[config.mk]
export PLATFORM = sky130hd
export DESIGN_NAME = rlqs_ram
export DESIGN_NICKNAME = d
export VERILOG_FILES = /design/src/hw/rtl/rlqs_ram.sv
export SDC_FILE = /design/constraint.sdc
export NUM_CORES = 2
export LEC_CHECK = 0
export BUFFER_PORTS_ARGS = -buffer_cell sky130_fd_sc_hd__buf_2
export CORE_UTILIZATION = 50
export CTS_BUF_LIST = sky130_fd_sc_hd__clkbuf_4
export CTS_CLUSTER_DIAMETER = 120
export DETAILED_ROUTE_END_ITERATION = 7
export GPL_TIMING_DRIVEN = 0
export HOLD_SLACK_MARGIN = 0.1
export PLACE_DENSITY = 0.75
export SLEW_MARGIN = 20
export SYNTH_ARGS = -nofsm -noshare
export SYNTH_HDL_FRONTEND = slang
export SYNTH_SLANG_ARGS = --single-unit
[constraint.sdc]
create_clock -name clk -period 12.5 [get_ports clk]
set_input_delay 2.5 -clock clk [delete_from_list [all_inputs] [get_ports clk]]
set_output_delay 2.5 -clock clk [all_outputs]
set_load 0.005 [all_outputs]
[src/hw/rtl/rlqs_ram.sv]
`default_nettype none

module rlqs_ram #(
  parameter int WIDTH = 32,
  parameter int DEPTH = 64
) (
  input  wire logic                                     clk,
  input  wire logic                                     wr_en,
  input  wire logic [((DEPTH > 1) ? $clog2(DEPTH) : 1)-1:0] wr_addr,
  input  wire logic [WIDTH-1:0]                         wr_data,
  input  wire logic                                     rd_en,
  input  wire logic [((DEPTH > 1) ? $clog2(DEPTH) : 1)-1:0] rd_addr,
  output logic      [WIDTH-1:0]                         rd_data
);

  logic [WIDTH-1:0] mem [DEPTH];

  // Write port
  always_ff @(posedge clk) begin
    if (wr_en) begin
      mem[wr_addr] <= wr_data;
    end
  end

  // Registered read port
  always_ff @(posedge clk) begin
    if (rd_en) begin
      rd_data <= mem[rd_addr];
    end
  end

endmodule

`default_nettype wire

## Word level (Yosys, flattened, before mapping)

Memories as Yosys holds them, arrays and structs flattened. A register that Yosys moved wholly into a read port is not among the register bits.
Cells that the tools add are included.

- Register bits: 0
- Bits in writable memories: 2048
- Input port bits: 47
- Output and inout bits: 32
- Logic and storage cells: 3
- Memories: 1

- Multiplexer cells: 2

Memories:

| memory | words | width | rd ports | clocked after Yosys merged registers in | wr ports | line | RTL |
|---|---|---|---|---|---|---|---|
| mem | 64 | 32 | 1 | 1 | 1 | 16 | `logic [WIDTH-1:0] mem [DEPTH];` |

Operators by type and width:

| kind | count |
|---|---|
| 2-to-1 mux 1 bit | 2 |

## Depth between registers and ports, before layout

- Word-level depth: 2
- Depth in mapped cells: 10
- Depth with buffers taken out: 5

## Worst setup path before layout

Ideal clock, no wire load.

- Path kind: input to register
- Start point: in wr_addr[3] (netlist name)
- End point: mem mem[48][0] (enable)
- Setup time: 0.461 ns
- Arrival: 5.199 ns
- Required time: 12.039 ns
- Path slack: 6.840 ns
- Cell stages on the path: 4
- Path buffers: 1
- Cell sequence: clkbuf_1 -> nor2b_1 -> nand4b_1 -> nor3_1

RTL lines:

| what | line | RTL |
|---|---|---|
| start, declared | 9 | `input wire logic [((DEPTH > 1) ? $clog2(DEPTH) : 1)-1:0] wr_addr,` |
| end, declared | 16 |  |

Straight into the memory's write port.

==> flow_summary.ini <==
[clock_network]
postCtsSetupRepairBufs = 0
h-tree-depth = 6
cts_root_buf = clkbuf_4
clock_latency_ns = 1.36
cts_buffers = 531
cts_sinks = 2080
postCtsResizedCells = 0
clockBufferDepth = 4
cts_hold_buf = 0
clkTransAtPathRegs_ns = 0.07
cts_tree = done

[pwr]
p_comb_share_pct = 5.7
ir_drop_uv = 105
seq_power_share_pct = 54.8
switching_share_pct = 23.0
p_leak_uw = 0.0293
intPower_uw = 10900
clockPowerShare_pct = 39.5
p_switching_uw = 3250
power_density_nw_per_um2 = 154

[sta]
slew_viol_final = 0
setup_tns_ns = 0
setup-violations-final = 0
grt_setup_unrepaired = no
skew_ns = 0.114
worst_slew_pin_slew_ns = 1.24
min_period_ns = 5.55
fin_crit_sh_pct = 44.4
slew_headroom_pct = 17.0
hold_viol_final = 0
fmaxAchievable_mhz = 180
setup_ws_ns = 6.95

[yosys]
synthTopCellsByArea = edfxtp_1 (79%), mux4_2 (16%), mux2i_1 (1.2%)
avgSynthCellArea_um2 = 23.7
netlist_area_um2 = 78800
synth-async-reset-ratio_pct = 0
synth_nets = 3371
synthFlopType = edfxtp_1
ys_ff_latch = 2080
synth-compound-area-share_pct = 1.67
synth_simple_gate_area_share_pct = 1.26
netlist_instances = 3324
synth_commonest_cells = edfxtp_1 (2080), mux4_2 (544), nor2_1 (137)
yosysMostFrequentCell = edfxtp_1
muxShareOfSynthArea_pct = 16.7
yosys_warnings = 0
synth-xor-area-share_pct = 0
synth-edff-count = 2080
yosysTopAreaCell = edfxtp_1
yosysSeqAreaShare_pct = 79.2
synth_top_family_by_area = multiplexers
yosysUniqueCellTypes = 33
synth_adder_area_share_pct = 0
synth_top_cell_area_share_pct = 79.2

[placement]
preCtsSetupSlack_ns = 5.67
dp_hpwl_mm = 156
gp_congestion = 0.901
dpl_cell_area_um2 = 85300
io_buffers = 70

[grt]
grt_pass1_wl_mm = 327
gr-total-overflow = 0
grt_usage_pct = 30.5
grt_pass1_vias = 42800
antenna_found_initial = 15
grt_max_degree = 65

[routing]
drcViolationCount = 0
routed-via-count = 43100
wl_per_cell_um = 37.2
via_per_inst = 6.66
wl_mm = 241
ant_nets = 0
drtPass1Iterations = 7
drtIter0Drc = 7605

[floorplan]
initial_core_util_pct = 50.4
die-area_um2 = 159000
fp-row-count = 145
ios = 79
die_y_um = 399
die_w_um = 399
core_um2 = 156000

[critical_path]
crit_path_start_kind = input port
r2r_slack_ns = 9.47
critPathRequiredTime_ns = 13.45
arrival_ns = 6.50
rr_startpoint = mem[19][18]$_DFFE_PP_
ff2ff_path_depth = 4
r2r-end = rd_data[18]$_DFFE_PP_
cp_max_fo = 10
crit_type = input port to flip-flop
endpoint_kind = flip-flop

[run_status]
status = finished, final reports clean

[final_layout]
nets = 4112
syn_to_final_growth_pct = 16.3
drive_above_1_share_pct = 38.5
fin_area_um2 = 91700

[worst_hold_path]
hold_depth = 4
min_from = mem[22][19]$_DFFE_PP_
hold_end = rd_data[19]$_DFFE_PP_
hp-class = flip-flop to flip-flop

[job]
maxCapViolCount = 0
## through the flow
step,std cells,power (uW),hold WS (ns),util (%)
final,6470,14100,0.998,58.6
after global routing,6457,14500,1.03,58.6
after CTS,6451,14100,0.997,58.6
after detailed placement,5590,8680,0.987,54.6
after global placement,5452,8630,0.985,52.3
after floorplan,3324,8270,0.750,-
## final cells by class
type                    count  area (um^2)
plain buffers             182          901
well taps                2058         2570
diodes                     19         47.5
clock inverters           132          795
clock buffers             729         5470
multi-input cells        1062        16000
repair buffers            208         3500
flip-flops and latches   2080        62500
fillers                 10700        64700
## state kept, by name, indices dropped and copies added, names as in the netlist
register and count:
rd_data 32, mem 2048
## metal layers
layer  global-route usage [%]  up-vias  wire length, um
met1                     38.3    21600            76700
met4                     18.4       12            16800
met5                    0.424        -              150
met3                     12.3      943            40900
li1                         -    16100                -
met2                     44.6     4353           106000
## critical path, stage by stage
cell and delay [ns]:
buf_2 0.42, buf_2 0.51, buf_1 0.87, mux4_2 0.41
mux4_2 0.49, o22ai_1 0.92, nor2_1 0.33
## cell families after synthesis
group                  Yosys count
and+or+nand+nor                223
muxes                          637
DFF                           2080
AOI/OAI and AO/OA              202
buffers and inverters          182
## power by group through the flow
stage	clock, uW	combinational [uW]	sequential, uW
3_5_place_dp	0	774	7900
3_3_place_gp	0	729	7900
2_1_floorplan	0	376	7900
5_1_grt	5960	814	7750
6_report	5580	806	7750
4_1_cts	5610	777	7750
## cells in the final DEF, fill, tap and decap left out, types with 19 or more instances in the layout
cell / count
buf_4: 66
mux4_2: 544
buf_16: 61
nor2_4: 62
buf_1: 19
inv_2: 19
diode_2: 19
clkinv_1: 89
clkbuf_1: 64
o221ai_1: 27
buf_2: 94
buf_12: 62
nor2_1: 75
a21oi_1: 62
o22ai_1: 84
mux2i_1: 93
edfxtp_1: 2080
nand2_1: 26
clkbuf_4: 729
## worst max-delay path by stage
stage	slack, ns	end	depth (start not counted)	start
final	6.95	rd_data[22]$_DFFE_PP_	7	rd_addr[1]
after global routing	7.09	rd_data[26]$_DFFE_PP_	9	rd_addr[1]
after CTS	7.08	rd_data[6]$_DFFE_PP_	9	rd_addr[1]
after detailed placement	5.67	rd_data[19]$_DFFE_PP_	9	rd_addr[1]
after global placement	3.26	mem[49][12]$_DFFE_PP_	3	wr_addr[4]
after floorplan	6.84	mem[48][0]$_DFFE_PP_	4	wr_addr[3]
(Power assumes the default switching activity.)
