**config.mk**
```make
export PLATFORM = sky130hd
export DESIGN_NAME = rlqs_mac
export DESIGN_NICKNAME = d
export VERILOG_FILES = /design/src/hw/rtl/rlqs_pkg.sv /design/src/hw/rtl/rlqs_mac.sv
export SDC_FILE = /design/constraint.sdc
export NUM_CORES = 2
export LEC_CHECK = 0
export ABC_CLOCK_PERIOD_IN_PS = 12600
export BUFFER_PORTS_ARGS = -buffer_cell sky130_fd_sc_hd__buf_4
export CAP_MARGIN = 20
export CELL_PAD_IN_SITES_DETAIL_PLACEMENT = 1
export CELL_PAD_IN_SITES_GLOBAL_PLACEMENT = 1
export CORE_MARGIN = 1.5
export CORE_UTILIZATION = 56
export CTS_CLUSTER_DIAMETER = 60
export DETAILED_ROUTE_END_ITERATION = 12
export HOLD_SLACK_MARGIN = 0.03
export PLACE_DENSITY_LB_ADDON = 0.1
export SKIP_LAST_GASP = 1
export SLEW_MARGIN = 15
export SYNTH_ARGS = -nofsm -noshare
export SYNTH_HDL_FRONTEND = slang
export SYNTH_SLANG_ARGS = --single-unit
```
**constraint.sdc**
```tcl
create_clock -name clk -period 12.6 [get_ports clk]
set_clock_uncertainty 0.15 [all_clocks]
set_input_delay 2.52 -clock clk [delete_from_list [all_inputs] [get_ports clk]]
set_output_delay 2.52 -clock clk [all_outputs]
set_load 0.01 [all_outputs]
```
**src/hw/rtl/rlqs_pkg.sv**
```systemverilog
`default_nettype none

package rlqs_pkg;

  // Store geometry
  localparam int RUN_DEPTH = 64;
  localparam int IDX_W     = (RUN_DEPTH > 1) ? $clog2(RUN_DEPTH) : 1;
  localparam int CNT_W     = $clog2(RUN_DEPTH + 1);
  localparam int DATA_W    = 32;
  localparam int SUM_W     = 64;
  localparam int ITEMS_W   = DATA_W + CNT_W;
  localparam int ENTRY_W   = 2 * DATA_W;

  // Request codes
  localparam logic REQ_PUSH = 1'b0;
  localparam logic REQ_TAKE = 1'b1;

  typedef enum logic [1:0] {
    STAT_OK   = 2'd0,
    STAT_FULL = 2'd1,
    STAT_OVER = 2'd2
  } status_t;

  typedef enum logic [2:0] {
    S_IDLE,
    S_READ,
    S_CALC,
    S_DRAIN,
    S_DONE
  } fsm_t;

  typedef struct packed {
    logic              req_type;
    logic [DATA_W-1:0] run_count;
    logic [DATA_W-1:0] run_value;
    logic [DATA_W-1:0] take_amount;
  } in_item_t;

  typedef struct packed {
    logic [SUM_W-1:0] taken_sum;
    status_t          status;
  } out_item_t;

  // Multiply-accumulate control
  typedef struct packed {
    logic clr;
    logic en;
  } mac_ctl_t;

  // Advance a circular index, wrapping at the store depth
  function automatic logic [IDX_W-1:0] next_idx(input logic [IDX_W-1:0] idx);
    logic [IDX_W-1:0] res;
    if (idx == IDX_W'(RUN_DEPTH - 1)) begin
      res = '0;
    end else begin
      res = idx + 1'b1;
    end
    return res;
  endfunction

endpackage

`default_nettype wire

```
**src/hw/rtl/rlqs_mac.sv**
```systemverilog
`default_nettype none

module rlqs_mac (
  input  wire logic                          clk,
  input  wire logic                          rst_n,
  input  wire rlqs_pkg::mac_ctl_t            ctl,
  input  wire logic [rlqs_pkg::DATA_W-1:0]   mul_a,
  input  wire logic [rlqs_pkg::DATA_W-1:0]   mul_b,
  output logic      [rlqs_pkg::SUM_W-1:0]    acc
);

  import rlqs_pkg::*;

  logic [SUM_W-1:0] prod_r;
  logic             prod_vld_r;
  logic [SUM_W-1:0] acc_r;

  // Product stage
  always_ff @(posedge clk) begin
    if (ctl.en) begin
      prod_r <= SUM_W'(mul_a) * SUM_W'(mul_b);
    end
  end

  // Product valid flag
  always_ff @(posedge clk) begin
    if (!rst_n || ctl.clr) begin
      prod_vld_r <= 1'b0;
    end else begin
      prod_vld_r <= ctl.en;
    end
  end

  // Accumulate, wrapping modulo 2^64
  always_ff @(posedge clk) begin
    if (ctl.clr) begin
      acc_r <= '0;
    end else if (prod_vld_r) begin
      acc_r <= acc_r + prod_r;
    end
  end

  assign acc = acc_r;

endmodule

`default_nettype wire

```
* Word level (Yosys, flattened, before mapping)
Cells that the tools add are included. W data, S select, Z words.
Storage, ports and cells: register bits after elaboration 129, input port bits 68, output and inout port bits 64, logic and storage cells 7
Cells by class: $add $sub $neg 1, $mul 1, reductions and logical operators 2
Operators with widths (count):
- $add A64 B64 Y64 | 1
- $mul A32 B32 Y64 | 1
- $logic_not A1 Y1 | 1
- $logic_or A1 B1 Y1 | 1

* Logic depth before layout (Yosys ltp)
depth in word-level cells 2, gate-level depth with buffers 29, gate-level depth less buffers 28

* Worst setup path before layout
OpenSTA, ideal clock, no wires.
kind input port to flip-flop, from in mul_a[30] (netlist name), to reg prod_r[57] (data pin), library setup time 262 ps, arrival 9049 ps, data required time 12188 ps, path slack 3139 ps, stages on the path 26, buffers on the path 2, cell sequence clkbuf_1 > nand2_1 > fa_1 > inv_1 > fa_1 > fa_1 > inv_1 > fa_1 > inv_1 > fa_1 > fa_1 > fa_1 > inv_1 > fa_1 > inv_1 > ha_1 > clkbuf_1 > nand4_1 > nor2_1 > nand3_1 > or2_2 > o211ai_1 > nand2_1 > o31ai_1 > a21o_1 > xor2_1
On the way: word-level cells in the longest chain between the ends 1
RTL lines:
- start: declaration | RTL line rlqs_mac.sv:7 | input wire logic [rlqs_pkg::DATA_W-1:0] mul_a,
- $mul A32 B32 Y64 | RTL line rlqs_mac.sv:21 | prod_r <= SUM_W'(mul_a) * SUM_W'(mul_b);
- end signal: assignment | RTL line rlqs_mac.sv:21
- end: declaration | RTL line rlqs_mac.sv:14 | logic [SUM_W-1:0] prod_r;
No other way between the ends. A chain may end at the register's enable or synchronous reset.

* Worst setup path in the final report
from in mul_a[9] (netlist name), to reg prod_r[57] (data pin)
Same word-level chain as after synthesis.

==> results_dict.tcl <==
set metrics [dict create \
    crit_fanout 32 \
    num_rows 99 \
    synth_ff_type "dfxtp_1" \
    grt_pass1_vias 35300 \
    synth_edf_count 64 \
    synth_compound_area_share_pct 7.18 \
    relSlewSlack_pct 28.5 \
    cts_resized 0 \
    area_growth_pct 4.54 \
    drt_iter0_markers 2233 \
    clock_tree.buffer_depth 2 \
    r2r_end "acc[60]$_SDFFE_PP0P_" \
    crit_path_start_kind "primary input" \
    min_from "acc[44]$_SDFFE_PP0P_" \
    timing.fmax_ghz 0.0988 \
    initial_utilization_pct 56.6 \
    cts_sinks 129 \
    vias_per_cell 5.79 \
    cp_slowest_cell "fa_1" \
    clkTransAtPathRegs_ns 0.06 \
    clk_latency_ns 0.44 \
    cts_root_buffer "clkbuf_16" \
    io_buffer_count 131 \
    synth_top_area_share_pct 43.5 \
    r2r_setup_slack_ns 8.70 \
    finalSetupViolCount 0 \
    ys_seq_area_share_pct 7.80 \
    routed_wl_microns 127000 \
    grt_antenna_before_repair 2 \
    synth_cell_types 69 \
    critPathKind "primary input to flip-flop" \
    ys_async_sr_fraction_pct 0 \
    coreArea_sq_um 73000 \
    avgSynthCellArea_sq_um 9.04 \
    synth_seq_cells 129 \
    worstHoldPathCells 2 \
    vias 31500 \
    status "finished, final reports clean" \
    fin_util_pct 59.2 \
    crit_top_cell "fa_1" \
    finalCritPeriodShare_pct 80.4 \
    syn-instance-count 4569 \
    synth-adder-area-share_pct 53.3 \
    rsz0062_at_grt "false" \
    yosys.area_share.simple_pct 17.6 \
    end_kind "flip-flop" \
    hold_viol 0 \
    synthMuxAreaShare_pct 1.09 \
    drtPass1Iterations 5 \
    crit_required_ns 12.63 \
    synth_xor_area_share_pct 2.27 \
    r2r_cells 14 \
    crit_cells 26 \
    fp.dieH_microns 275 \
    whs_ns 0.357 \
    hold_path_end "acc[44]$_SDFFE_PP0P_" \
    drc 0 \
    place_inst 5414 \
    worst_pin_slew_ns 1.07 \
    cp_top_family "adder cells" \
    die_w_microns 275 \
    drive_gt1_share_pct 4.26 \
    cts_buffers 17 \
    grt_usage_pct 34.8 \
    hpwl_microns 100000 \
    ys_top_cells_by_area "fa_1, ha_1, and2_1, inv_1, nand2_1" \
    ant_nets 0 \
    hp-class "flip-flop to flip-flop" \
    nNetsFinal 5765 \
    r2r-start "prod_r[0]$_DFFE_PP_" \
    yosysWarningCount 0 \
    synth.largest_area_cell "fa_1" \
    critical-path-max-stage-delay_ns 0.55 \
    grt_first_pass_wirelength_microns 200000 \
    fin_setup_tns_ns 0 \
    crit_arrival_ns 10.15 \
    cts_setup_buffers 0 \
    crit_buf_inv 6 \
    hold_buffers 0 \
    maxCapViolations 0 \
    wl_per_cell_microns 23.3 \
    cts-htree-levels 4 \
    routabilityCongestion 0.903 \
    grt_overflow 0 \
    synth_fp_nets 5860 \
    grt_max_degree 66 \
    maxSlewViolCount 0 \
    nFillCells 8384 \
    stdcell_count 5447 \
    io_pins 132 \
    die_area_sq_um 75400 \
    syn_area_sq_um 41300 \
    cts_tree "built" \
    synth_top_family_by_area "adder cells" \
    min_period_ns 10.13 \
]
==> state kept, by name, indices dropped and copies added (netlist names) <==
| name | cells |
|---|---|
| acc | 64 |
| prod_r | 64 |
| prod_vld_r | 1 |
==> cells in the final DEF, fill, tap and decap left out, types with 11 or more instances in the layout <==
master       n
fa_1       897
xor2_1      42
a21o_1      63
nor3_1      17
a31oi_1     13
nand3_1     29
nor2_1     123
nand2b_1    11
and2_1     634
xnor2_1     65
dfxtp_1     64
a21oi_1    154
nand4_1     40
edfxtp_1    64
ha_1       326
o21ai_0     95
clkbuf_16   18
nand2_1    514
buf_4      137
a211oi_1    17
nor2b_1     12
o21bai_1    25
mux2i_1     44
o21a_1      14
inv_1      929
==> Yosys cell counts, types with 11 or more instances <==
master    count
inv_1       929
fa_1        897
and2_1      634
nand2_1     514
ha_1        326
clkbuf_1    242
a21oi_1     154
nor2_1      123
o21ai_0      95
dfxtp_1      65
xnor2_1      65
edfxtp_1     64
a21o_1       63
mux2i_1      44
xor2_1       42
nand4_1      40
nand3_1      29
o21bai_1     25
a211oi_1     17
nor3_1       17
o21a_1       14
a31oi_1      13
nor2b_1      12
nand2b_1     11
==> kinds of logic (layout without fill, tap and decap cells) <==
family | after synthesis | in the layout
AO/OA/AOI/OAI | 466 | 466
buffers and inverters | 1180 | 1098
XOR/XNOR | 107 | 107
adder cells (fa/ha/maj) | 1223 | 1223
flip-flops | 129 | 129
AND/OR/NAND/NOR | 1419 | 1419
other | 0 | 1
multiplexers | 45 | 45
==> routing by layer <==
| metal | GRT usage, % | routed length, microns | up-vias |
|---|---|---|---|
| met2 | 57.5 | 60600 | 1120 |
| li1 | - | - | 13600 |
| met3 | 5.25 | 8830 | 196 |
| met5 | 0 | 12 | - |
| met4 | 9.77 | 3150 | 2 |
| met1 | 47.9 | 54300 | 16600 |
==> worst reg2reg max path: cells and delay by family (launching register included) <==
family / cells / cell delay, ns
AND/OR/NAND/NOR: 3 / 0.85
flip-flops: 1 / 0.38
buffers and inverters: 2 / 0.25
AO/OA/AOI/OAI: 7 / 1.56
adder cells (fa/ha/maj): 2 / 0.61
==> worst max path at each step <==
stage / startpoint / endpoint / slack, ns
floorplan: mul_a[30] / prod_r[57]$_DFFE_PP_ / 3.14
global placement: mul_a[12] / prod_r[57]$_DFFE_PP_ / 2.29
detailed placement: mul_a[13] / prod_r[57]$_DFFE_PP_ / 2.07
CTS: mul_a[9] / prod_r[57]$_DFFE_PP_ / 2.53
global route: mul_a[16] / prod_r[56]$_DFFE_PP_ / 2.12
finish: mul_a[9] / prod_r[57]$_DFFE_PP_ / 2.47
==> metrics by stage <==
stage	instance area [sq um]	worst slack, ns
2_1_floorplan	41300	3.14
6_report	43200	2.47
3_3_place_gp	42600	2.29
5_1_grt	43200	2.12
4_1_cts	43200	2.53
3_5_place_dp	42600	2.07
==> final cells by class <==
cell class	count	area [sq um]	area share [%]
inverters	929	3490	8.08
diodes	1	2.50	0.00580
repair buffers	137	1030	2.38
multi-input cells	3260	33600	77.9
well taps	959	1200	2.78
clock buffers	19	454	1.05
flip-flops and latches	129	3220	7.47
clock inverters	13	138	0.319
Power is left out: the tool's default activity adds up to more than one toggle a clock period on the data nets, which glitch-free logic cannot reach.
